$ cat config.mk
export PLATFORM = sky130hd
export DESIGN_NAME = lcm_div
export DESIGN_NICKNAME = d
export VERILOG_FILES = /design/src/rtl/lcm_pkg.sv /design/src/rtl/lcm_div.sv
export SDC_FILE = /design/constraint.sdc
export NUM_CORES = 1
export LEC_CHECK = 0
export ABC_AREA = 1
export BUFFER_PORTS_ARGS = -buffer_cell sky130_fd_sc_hd__buf_4
export CORE_ASPECT_RATIO = 1.4
export CORE_MARGIN = 5
export CORE_UTILIZATION = 40
export DETAILED_ROUTE_END_ITERATION = 8
export HOLD_SLACK_MARGIN = 0.15
export PLACE_DENSITY = 0.56
export SLEW_MARGIN = 30
export SYNTH_ARGS = -nofsm -noshare
export SYNTH_HDL_FRONTEND = slang
export SYNTH_SLANG_ARGS = --single-unit
$ cat constraint.sdc
create_clock -name clk -period 1.9 [get_ports clk]
set_input_delay 0.475 -clock clk [delete_from_list [all_inputs] [get_ports clk]]
set_output_delay 0.475 -clock clk [all_outputs]
set_load 0.1 [all_outputs]
$ cat src/rtl/lcm_pkg.sv
`timescale 1ns / 1ps
package lcm_pkg;

    localparam int DEF_MAX_WIDTH  = 1024;
    localparam int DEF_MAX_HEIGHT = 1024;

    localparam int PIX_W   = 8;
    localparam int LVL_W   = 7;
    localparam int GEOM_W  = 11;
    localparam int VAL_W   = 8;
    localparam int COORD_W = 10;

    localparam int APB_AW  = 5;
    localparam int APB_DW  = 32;
    localparam int REG_IW  = 3;

    localparam logic [REG_IW-1:0] REG_ROW_LENGTH = 3'd0;
    localparam logic [REG_IW-1:0] REG_ROW_TOTAL  = 3'd1;
    localparam logic [REG_IW-1:0] REG_EQUIDIST   = 3'd2;
    localparam logic [REG_IW-1:0] REG_CONTOUR    = 3'd3;
    localparam logic [REG_IW-1:0] REG_BACKGROUND = 3'd4;

    localparam logic [GEOM_W-1:0] ROW_LENGTH_RST = 11'd1024;
    localparam logic [GEOM_W-1:0] ROW_TOTAL_RST  = 11'd1024;
    localparam logic [VAL_W-1:0]  EQUIDIST_RST   = 8'd2;
    localparam logic [VAL_W-1:0]  CONTOUR_RST    = 8'd255;
    localparam logic [VAL_W-1:0]  BACKGROUND_RST = 8'd0;
    localparam logic [VAL_W-1:0]  EQUIDIST_MIN   = 8'd2;

    typedef struct packed {
        logic [GEOM_W-1:0] row_length;
        logic [GEOM_W-1:0] row_total;
        logic [VAL_W-1:0]  equidistance;
        logic [VAL_W-1:0]  contour_value;
        logic [VAL_W-1:0]  background_value;
    } cfg_t;

endpackage

$ cat src/rtl/lcm_div.sv
`timescale 1ns / 1ps
module lcm_div (
    input  logic                       clk,
    input  logic                       rst_n,
    input  logic                       start,
    input  logic [lcm_pkg::PIX_W-1:0]  dividend,
    input  logic [lcm_pkg::VAL_W-1:0]  divisor,
    output logic                       done,
    output logic [lcm_pkg::LVL_W-1:0]  quotient
);
    import lcm_pkg::*;

    localparam int SW = $clog2(PIX_W);

    logic             busy_reg, busy_next;
    logic             done_reg, done_next;
    logic [SW-1:0]    cnt_reg, cnt_next;
    logic [VAL_W-1:0] dsr_reg, dsr_next;
    logic [PIX_W-1:0] dvd_reg, dvd_next;
    logic [VAL_W-1:0] rem_reg, rem_next;
    logic [LVL_W-1:0] quo_reg, quo_next;
    logic [VAL_W:0]   trial;
    logic             fits;

    // one quotient bit per cycle, msb first
    assign trial = {rem_reg, dvd_reg[PIX_W-1]};
    assign fits  = trial >= {1'b0, dsr_reg};

    always_comb
    begin
        busy_next = busy_reg;
        done_next = 1'b0;
        cnt_next  = cnt_reg;
        dsr_next  = dsr_reg;
        dvd_next  = dvd_reg;
        rem_next  = rem_reg;
        quo_next  = quo_reg;
        if (start)
        begin
            busy_next = 1'b1;
            cnt_next  = SW'(PIX_W - 1);
            dsr_next  = divisor;
            dvd_next  = dividend;
            rem_next  = '0;
            quo_next  = '0;
        end
        else if (busy_reg)
        begin
            rem_next = fits ? VAL_W'(trial - {1'b0, dsr_reg}) : trial[VAL_W-1:0];
            quo_next = {quo_reg[LVL_W-2:0], fits};
            dvd_next = {dvd_reg[PIX_W-2:0], 1'b0};
            cnt_next = cnt_reg - 1'b1;
            if (cnt_reg == '0)
            begin
                busy_next = 1'b0;
                done_next = 1'b1;
            end
        end
    end

    always_ff @(posedge clk or negedge rst_n)
    begin
        if (!rst_n)
        begin
            busy_reg <= 1'b0;
            done_reg <= 1'b0;
            cnt_reg  <= '0;
        end
        else
        begin
            busy_reg <= busy_next;
            done_reg <= done_next;
            cnt_reg  <= cnt_next;
        end
    end

    always_ff @(posedge clk)
    begin
        dsr_reg <= dsr_next;
        dvd_reg <= dvd_next;
        rem_reg <= rem_next;
        quo_reg <= quo_next;
    end

    assign done     = done_reg;
    assign quotient = quo_reg;

endmodule

==> out/results.ini <==
[clocking]
cts_buffer_depth=2
tritoncts=yes
cts-resized-gates=0
clock_sinks=36
clk_pin_slew_ns=0.07
cts-htree-levels=2
cts_setup_buffers=0
cts.root.buffer_cell=sky130_fd_sc_hd__clkbuf_8
worstSkewPairLatency_ns=0.28
cts-buffers-inserted=5

[route]
routed_wirelength_microns=3460
num_vias=1426
route.antenna.remaining_nets=0
route.detailed.vias_per_inst=4.46
drt_first_pass_iters=4
detail_route.wl_per_cell_microns=10.8
drt_iter0_markers=38
route.detailed.drc=0

[floorplan]
design.portCount=27
initial_utilization_pct=40.8
fp.dieW_microns=67.3
core_area_sq_um=4500
floorplan.die_area_sq_um=6060
rows=29
floorplan_die_height_microns=90.2

[min_path]
holdCritPathClass=input pin to flip-flop
hold_path_depth=1

[placement]
place.detailed.instances=311
hpwl_microns=2750
globalplace.congestion=0.804
dpl-instance-area_sq_um=2110
io_buffer_count=26

[worst_setup_path]
critPathMaxStageDelay_ns=0.35
path_depth=12
cp-start-kind=flip-flop
reg2regPathDepth=12
timing.critical_path.required_ns=2.08
critical-path-top-delay-family=simple AND/OR/NAND/NOR gates
category_of_the_worst_setup_path_capture_point=flip-flop
slowest_stage=sky130_fd_sc_hd__ha_1
worstPathCellList=inv_1, ha_1, nand2_1, nor2_1, nand2_1, nor2_2, nor2_4, nand2_4, nand2_1, nand2_1, nand2_1, nand2_1
timing.critical_path.buf_inv=1
cp_common_cell=sky130_fd_sc_hd__nand2_1
critical_path_peak_fanout=9
critical_path_arrival_ns=1.89
critical_path_class=flip-flop to flip-flop

[layout]
finish.cell_count_without_fillers=320
final_layout_size_suffix_gt1_share_pct=15.9
design.final.nets=287
flow.area_growth_from_synthesis_pct=20.3
antenna_cells=0
layout.cell_area.non_filler_sq_um=2210
fillCellCount=471

[yosys]
ys.warnings.count=0
synth_fp_nets=253
yosys.cell_types.count=27
most_frequent_cells_after_synthesis=sky130_fd_sc_hd__nand2_1, sky130_fd_sc_hd__inv_1, sky130_fd_sc_hd__edfxtp_1
async_flop_share_pct=13.9
yosysMostFrequentCell=sky130_fd_sc_hd__nand2_1
synth_ff_type=sky130_fd_sc_hd__edfxtp_1
share_of_yosys_cell_area_claimed_by_the_top_area_cell_type_pct=26.2
synth_area_sq_um=1840
synth_top_area_cell=sky130_fd_sc_hd__edfxtp_1
syn_avg_cell_area_sq_um=8.23
number_of_synthesized_flops_with_an_enable_pin=16
synth.top_cells.by_area=sky130_fd_sc_hd__edfxtp_1, sky130_fd_sc_hd__nand2_1, sky130_fd_sc_hd__dfxtp_1
synth_seq_area_share_pct=49.4
syn-instance-count=223
ys_seq_elements=36

[sta]
tightest_slew_ns=0.668
timing.setup.tns_ns=0
grt_setup_unrepaired=no
layout_worst_path_cycle_share_pct=90.4
clock-skew-final_ns=0.00396
min_period_ns=1.72
slew-limit-headroom_pct=55.3
hold_violations=0
fmax_mhz=582
drv_slew=0
final-setup-viol-count=0

[power_and_ir_drop]
cellLeakagePower_nw=1.12
power_density_nw_per_um2=1220
irDropWorstVdd_mv=0.753

[global_routing]
grt_first_pass_wirelength_microns=5930
gr-total-overflow=0
globalRouteTotalUtil_pct=12.9
grt_pass1_vias=1407
grt_max_degree=15
antenna_violations_before_repair=0

[outcome]
run_status=completed

[run]
max-cap-violations=0

layout make-up:
class	instances	area, sq um	share of cell area, %
sequential	36	906	41.0
multi-input combinational	147	768	34.8
timing repair buffer	30	228	10.3
inverter	37	139	6.29
clock buffer	8	90.1	4.08
tap	62	77.6	3.51
where the power goes:
group	switching, W	internal, W
Clock	0.000242	0.000295
Sequential	0.0000839	0.000942
Combinational	0.000721	0.000411
Total	0.00105	0.00165
path summary, 6_finish.rpt:
path / from / end / slack (ns)
max: dsr_reg[3] / rem_reg[6] / 0.18
min: divisor[7] / dsr_reg[7] / 0.37
max reg2reg: dsr_reg[3] / rem_reg[6] / 0.18
min reg2reg: quotient[6] / quotient[6] / 0.47
max in group asynchronous: rst_n / cnt_reg[1] / 1.25
min in group asynchronous: rst_n / cnt_reg[2] / 0.53
what timing repair did:
item                       in CTS  in global routing
hold buffers                    1                  0
hold endpoints to repair        5                  0
setup endpoints to repair       0                  1
layout by cell type (no fill, tap or decap):
cell type and count:
sky130_fd_sc_hd__dfrtp_1 5, sky130_fd_sc_hd__clkbuf_8 6, sky130_fd_sc_hd__fa_1 1, sky130_fd_sc_hd__buf_4 29, sky130_fd_sc_hd__nand3_1 12, sky130_fd_sc_hd__clkbuf_1 2
sky130_fd_sc_hd__dlygate4sd3_1 1, sky130_fd_sc_hd__a21oi_1 4, sky130_fd_sc_hd__nand3_2 1, sky130_fd_sc_hd__xnor2_1 1, sky130_fd_sc_hd__nor2_1 10, sky130_fd_sc_hd__ha_1 10
sky130_fd_sc_hd__nand3b_1 5, sky130_fd_sc_hd__nand2_2 2, sky130_fd_sc_hd__inv_1 37, sky130_fd_sc_hd__o21ai_0 4, sky130_fd_sc_hd__nand2_1 82, sky130_fd_sc_hd__nor2_2 1
sky130_fd_sc_hd__nor2_4 1, sky130_fd_sc_hd__nand2_4 1, sky130_fd_sc_hd__dfxtp_1 15, sky130_fd_sc_hd__nand4_1 2, sky130_fd_sc_hd__o22ai_1 5, sky130_fd_sc_hd__a22oi_1 1
sky130_fd_sc_hd__a31oi_1 1, sky130_fd_sc_hd__nor3_1 1, sky130_fd_sc_hd__edfxtp_1 16, sky130_fd_sc_hd__xor2_1 2
through the flow:
stage	setup slack, ns	hold WS, ns	utilization [%]	power, W
4_1_cts	0.144	0.359	49.1	0.00274
6_report	0.183	0.370	49.1	0.00269
3_5_place_dp	0.158	0.283	46.9	0.00219
3_3_place_gp	0.177	0.283	46.9	0.00219
5_1_grt	0.0144	0.351	49.1	0.00294
2_1_floorplan	0.387	0.179	-	0.00194
logic make-up (layout without fill, tap and decap cells):
kind of cell | count (synthesis) | after routing | share of synthesized area [%]
AO/OA/AOI/OAI | 15 | 15 | 4.64
buffers and inverters | 40 | 75 | 8.79
flip-flops | 36 | 36 | 49.4
AND/OR/NAND/NOR | 118 | 118 | 27.9
XOR/XNOR | 3 | 3 | 1.43
adder cells (fa/ha/maj) | 11 | 11 | 7.91
routing by layer:
layer  vias to the layer above  GRT usage, %  part of all wire (%)
li1                        772             -                     -
met1                       631          14.1                    42
met2                        18          22.0                    53
met3                         5          2.87                   3.2
met4                         0          7.11                   2.2
met5                         -             0                     0
(Power assumes the default switching activity.)
