`config.mk`:
```
export PLATFORM = sky130hd
export DESIGN_NAME = lcm_cfg
export DESIGN_NICKNAME = d
export VERILOG_FILES = /design/src/rtl/lcm_pkg.sv /design/src/rtl/lcm_cfg.sv
export SDC_FILE = /design/constraint.sdc
export NUM_CORES = 1
export LEC_CHECK = 0
export ABC_AREA = 1
export ABC_CLOCK_PERIOD_IN_PS = 1350
export BUFFER_PORTS_ARGS = -buffer_cell sky130_fd_sc_hd__buf_2
export CAP_MARGIN = 10
export CORE_MARGIN = 5
export CORE_UTILIZATION = 46
export DETAILED_ROUTE_END_ITERATION = 7
export GPL_TIMING_DRIVEN = 1
export PLACE_DENSITY_LB_ADDON = 0.08
export SYNTH_ARGS = -nofsm -noshare
export SYNTH_HDL_FRONTEND = slang
export SYNTH_SLANG_ARGS = --single-unit
export TNS_END_PERCENT = 1
```
`constraint.sdc`:
```
create_clock -name clk -period 1.35 [get_ports clk]
set_clock_uncertainty 0.2 [all_clocks]
set_input_delay 0.27 -clock clk [delete_from_list [all_inputs] [get_ports clk]]
set_output_delay 0.27 -clock clk [all_outputs]
set_load 0.02 [all_outputs]
```
`src/rtl/lcm_pkg.sv`:
```
`timescale 1ns / 1ps
package lcm_pkg;

    localparam int DEF_MAX_WIDTH  = 1024;
    localparam int DEF_MAX_HEIGHT = 1024;

    localparam int PIX_W   = 8;
    localparam int LVL_W   = 7;
    localparam int GEOM_W  = 11;
    localparam int VAL_W   = 8;
    localparam int COORD_W = 10;

    localparam int APB_AW  = 5;
    localparam int APB_DW  = 32;
    localparam int REG_IW  = 3;

    localparam logic [REG_IW-1:0] REG_ROW_LENGTH = 3'd0;
    localparam logic [REG_IW-1:0] REG_ROW_TOTAL  = 3'd1;
    localparam logic [REG_IW-1:0] REG_EQUIDIST   = 3'd2;
    localparam logic [REG_IW-1:0] REG_CONTOUR    = 3'd3;
    localparam logic [REG_IW-1:0] REG_BACKGROUND = 3'd4;

    localparam logic [GEOM_W-1:0] ROW_LENGTH_RST = 11'd1024;
    localparam logic [GEOM_W-1:0] ROW_TOTAL_RST  = 11'd1024;
    localparam logic [VAL_W-1:0]  EQUIDIST_RST   = 8'd2;
    localparam logic [VAL_W-1:0]  CONTOUR_RST    = 8'd255;
    localparam logic [VAL_W-1:0]  BACKGROUND_RST = 8'd0;
    localparam logic [VAL_W-1:0]  EQUIDIST_MIN   = 8'd2;

    typedef struct packed {
        logic [GEOM_W-1:0] row_length;
        logic [GEOM_W-1:0] row_total;
        logic [VAL_W-1:0]  equidistance;
        logic [VAL_W-1:0]  contour_value;
        logic [VAL_W-1:0]  background_value;
    } cfg_t;

endpackage

```
`src/rtl/lcm_cfg.sv`:
```
`timescale 1ns / 1ps
module lcm_cfg (
    input  logic                        clk,
    input  logic                        rst_n,
    input  logic                        psel,
    input  logic                        penable,
    input  logic                        pwrite,
    input  logic [lcm_pkg::APB_AW-1:0]  paddr,
    input  logic [lcm_pkg::APB_DW-1:0]  pwdata,
    output logic [lcm_pkg::APB_DW-1:0]  prdata,
    output logic                        pready,
    output lcm_pkg::cfg_t               cfg
);
    import lcm_pkg::*;

    cfg_t              cfg_reg;
    cfg_t              cfg_next;
    logic [REG_IW-1:0] reg_idx;
    logic              wr_beat;

    assign pready  = 1'b1;
    assign reg_idx = paddr[APB_AW-1:2];
    assign wr_beat = psel && penable && pwrite && pready;
    assign cfg     = cfg_reg;

    always_comb
    begin
        cfg_next = cfg_reg;
        if (wr_beat)
        begin
            case (reg_idx)
                REG_ROW_LENGTH: cfg_next.row_length       = pwdata[GEOM_W-1:0];
                REG_ROW_TOTAL:  cfg_next.row_total        = pwdata[GEOM_W-1:0];
                REG_EQUIDIST:   cfg_next.equidistance     = pwdata[VAL_W-1:0];
                REG_CONTOUR:    cfg_next.contour_value    = pwdata[VAL_W-1:0];
                REG_BACKGROUND: cfg_next.background_value = pwdata[VAL_W-1:0];
                default:        cfg_next = cfg_reg;
            endcase
        end
    end

    always_comb
    begin
        prdata = '0;
        case (reg_idx)
            REG_ROW_LENGTH: prdata[GEOM_W-1:0] = cfg_reg.row_length;
            REG_ROW_TOTAL:  prdata[GEOM_W-1:0] = cfg_reg.row_total;
            REG_EQUIDIST:   prdata[VAL_W-1:0]  = cfg_reg.equidistance;
            REG_CONTOUR:    prdata[VAL_W-1:0]  = cfg_reg.contour_value;
            REG_BACKGROUND: prdata[VAL_W-1:0]  = cfg_reg.background_value;
            default:        prdata = '0;
        endcase
    end

    always_ff @(posedge clk or negedge rst_n)
    begin
        if (!rst_n)
        begin
            cfg_reg.row_length       <= ROW_LENGTH_RST;
            cfg_reg.row_total        <= ROW_TOTAL_RST;
            cfg_reg.equidistance     <= EQUIDIST_RST;
            cfg_reg.contour_value    <= CONTOUR_RST;
            cfg_reg.background_value <= BACKGROUND_RST;
        end
        else
        begin
            cfg_reg <= cfg_next;
        end
    end

endmodule

```
==> summary.md <==
| Metric | Value |
|---|---|
| Total standard cell area after synthesis | `2506 um2` |
| Top-area cell type share of the netlist area | `34.95%` |
| Detailed placer's ending HPWL | `5473 um` |
| Max Fclk | `roughly 580 MHz` |
| Clock buffers created by TritonCTS | `5` |
| Area occupied by registers | `1165 um2` |
| Worst path setup slack after routing | `-0.3729 ns` |
| Synth Area in XOR/XNOR | `0%` |
| Final critical path time including I/O delays and setup | `1.723 ns` |
| Worst vdd rail ir drop | `between 0.0007 and 0.0008 V` |
| Number of synthesized register bits | `46` |
| Count of endpoints failing setup in the final report | `43` |
| Count of mapped cells out of synthesis | `about 310` |
| Kind of critical path | `reg -> out` |
| Crit-path max FO | `2` |
| Hold violation count in the final report | `0` |
| Number of flip-flops in the largest register | `46` |
| Layout filler cell count | `419` |
| Async set-reset flop share out of synthesis | `100.0%` |
| Post-synthesis share of cell area spent on full adders, half adders and majority gates | `0%` |
| Proportion of synthesized area in mux cells | `0%` |
| Crit end category | `output port` |
| Die width | `approximately 84 um` |
| Final routed wire length divided by cell count | `15.43 um` |
| Vias | `roughly 2500` |
| Source-to-sink clock delay at the later pin of the worst-skew pair | `0.30 ns` |
| Initial core utilization | `48.15%` |
| Overall die area | `around 7000 um2` |
| Req. time, crit path | `0.88 ns` |
| CTS tree | `yes` |
| Share of synthesized cell area in and, or, nand and nor gates | `31.05%` |
| Number of levels the H-tree was split into | `2` |
| Fraction of final layout cells sized beyond drive strength 1 | `39.58%` |
| Remaining number of nets flagged by the antenna check after routing | `0` |
| Min-Delay Path Depth | `3` |
| Setup repair after global routing missed its margin | `true` |
| Vias in the first global route | `2486` |
| Number of flops mapped to enable cells by yosys | `0` |
| Part of the Yosys area used for sequential elements | `46.48%` |
| Violated checks | `setup timing` |
| # Max-Cap Violations | `0` |
| Placed Instance Area | `roughly 3300 um2` |
| Share of the clock period used by the worst path after layout | `127.6%` |
| Fraction of the core area covered by cells at the end of the flow | `71.95%` |
| Core Area | `5205 um2` |
| Final number of max-transition violations | `0` |
| Post-synth top area cell | `sky130_fd_sc_hd__dfrtp_1` |
| Post-CTS setup repair buffer count | `0` |
| Most frequent cell after synthesis | `sky130_fd_sc_hd__nand2_1` |
| Antenna diode count | `0` |
| Nets | `468` |
| Pin count of the biggest net entering global routing | `47` |
| Routed via count divided by cell count | `5.070` |
| Clock buffer depth | `2` |
| First-pass iteration count of the detailed router | `4` |
| Overall Power | `4761 uW` |
| Count of placed standard cells in the final layout, fillers left out | `497` |
| Synthesis-to-finish area growth | `49.43%` |
| Total routing resource utilization after global routing | `22.14%` |
| Number of library cell types mapped by synthesis | `21` |
| Starting DRT DRC Count | `129` |
| Synth Warn # | `0` |
| Status | `finished, violations left` |
| Leading post-synthesis cells by instance count | `114 x sky130_fd_sc_hd__nand2_1, 44 x sky130_fd_sc_hd__o21ai_0, 35 x sky130_fd_sc_hd__dfrtp_1` |
| CP arrival | `1.25 ns` |
| Die Height | `between 80 and 90 um` |
| Multi-input combinational cell area | `1189 um2` |
| Standard-cell rows | `26` |
| Worst min-delay path class | `in -> reg` |
| Pwr Density | `1271 nW/um2` |
| Slack of the worst reg-to-reg path | `about 0.30 ns` |
| Initial antenna violation count | `0` |
| Largest family of logic cells by synthesized area | `simple AND/OR/NAND/NOR gates` |
| I/O pin count | `121` |
| Global-route wire length before repair | `12540 um` |
| Post-Syn Area per Cell | `roughly 8.0 um2` |
| Largest cells by area after synthesis | `sky130_fd_sc_hd__dfrtp_1 35%, sky130_fd_sc_hd__nand2_1 17%, sky130_fd_sc_hd__dfstp_2 12%` |
| Number of cells traversed by the worst register-to-register path | `3` |
| Total Wirelength | `7670 um` |
| Clock Sink Count | `46` |
| PortBufs | `75` |
| Clock slew seen by the registers of the worst setup and hold paths | `0.09 ns` |
| CTS root buf | `sky130_fd_sc_hd__clkbuf_8` |
| Overflow left after global routing | `0` |
| Kind of launch point of the worst setup path | `register` |
| Placer congestion estimate | `approximately 0.86` |
| # placed instances | `just under 500` |
| Main flop type after synthesis | `sky130_fd_sc_hd__dfrtp_1` |
| Area fraction in compound gates after synthesis | `between 10% and 20%` |
| Final design area excluding fillers | `approximately 3700 um2` |
| LEAKAGE | `0.001941 uW` |
| Number of remaining DRC errors | `0` |
metrics by stage:
step | worst slack, ns | hold slack [ns] | TNS [ns]
floorplan | -0.02776 | -0.2256 | -0.2292
global placement | -0.2959 | 0.07211 | -9.450
detailed placement | -0.3156 | 0.07809 | -10.43
CTS | -0.3713 | 0.008123 | -6.747
global route | -0.4277 | 0.01281 | -8.170
finish | -0.3729 | 0.02009 | -6.336
critical path, stage by stage (launching register included):
cell	delay [ns]
sky130_fd_sc_hd__dfstp_2	0.55
sky130_fd_sc_hd__nand4_1	0.07
sky130_fd_sc_hd__nand2_1	0.09
sky130_fd_sc_hd__nor2_1	0.06
sky130_fd_sc_hd__nand2_2	0.07
sky130_fd_sc_hd__buf_6	0.11
where the power goes:
group / total [uW] / internal (uW) / switching (uW) / leakage (uW)
combinational: 1970 / 901 / 1070 / 0.00133
sequential: 1890 / 1690 / 193 / 0.000559
clock: 907 / 412 / 495 / 0.0000472
logic make-up after synthesis:
kind of cell	after synthesis
other	2
buffers and inverters	47
flip-flops	46
AO/OA/AOI/OAI	50
AND/OR/NAND/NOR	167
layout by cell type (no fill, tap or decap), drive strengths merged:
cell type	count
nor2	16
dfrtp	35
clkbuf	6
inv	12
conb	22
dlygate4sd3	5
o22ai	3
dfstp	11
nand3	26
clkinv	1
buf	117
o21ai	47
clkinvlp	1
nand4	8
nand2	117
path summary, 6_finish.rpt:
kind / from / end
setup / recovery: cfg[12] / prdata[4]
hold / removal: pwdata[4] / cfg[12]
setup reg to reg: cfg[10] / cfg[10]
hold reg to reg: cfg[8] / cfg[8]
max in group asynchronous: rst_n / cfg[10]
min in group asynchronous: rst_n / cfg[29]
metal layers:
layer / global-route usage [%] / vias to the layer above / routed length, um
met1: 29.78 / 1211 / 3259
met5: 0 / - / 0
li1: - / 1211 / -
met4: 6.287 / 0 / 66
met2: 36.59 / 89 / 3840
met3: 3.850 / 9 / 503
final cells by class:
| cell class | count | share of cell area [%] |
|---|---|---|
| clock inverter | 2 | 0.3341 |
| tap | 70 | 2.339 |
| inverter | 12 | 1.604 |
| timing repair buffer | 122 | 30.67 |
| sequential | 46 | 31.11 |
| clock buffer | 6 | 2.205 |
| multi-input combinational | 239 | 31.74 |
repair_timing:
| item | 4_1_cts | 5_1_grt |
|---|---|---|
| endpoints found under the hold margin | 53 | 0 |
| pin swaps | 30 | 1 |
| hold buffers | 5 | 0 |
| resized for setup | 89 | 12 |
| endpoints found under the setup margin | 49 | 57 |
No activity file was read; power rests on OpenSTA's default activity.
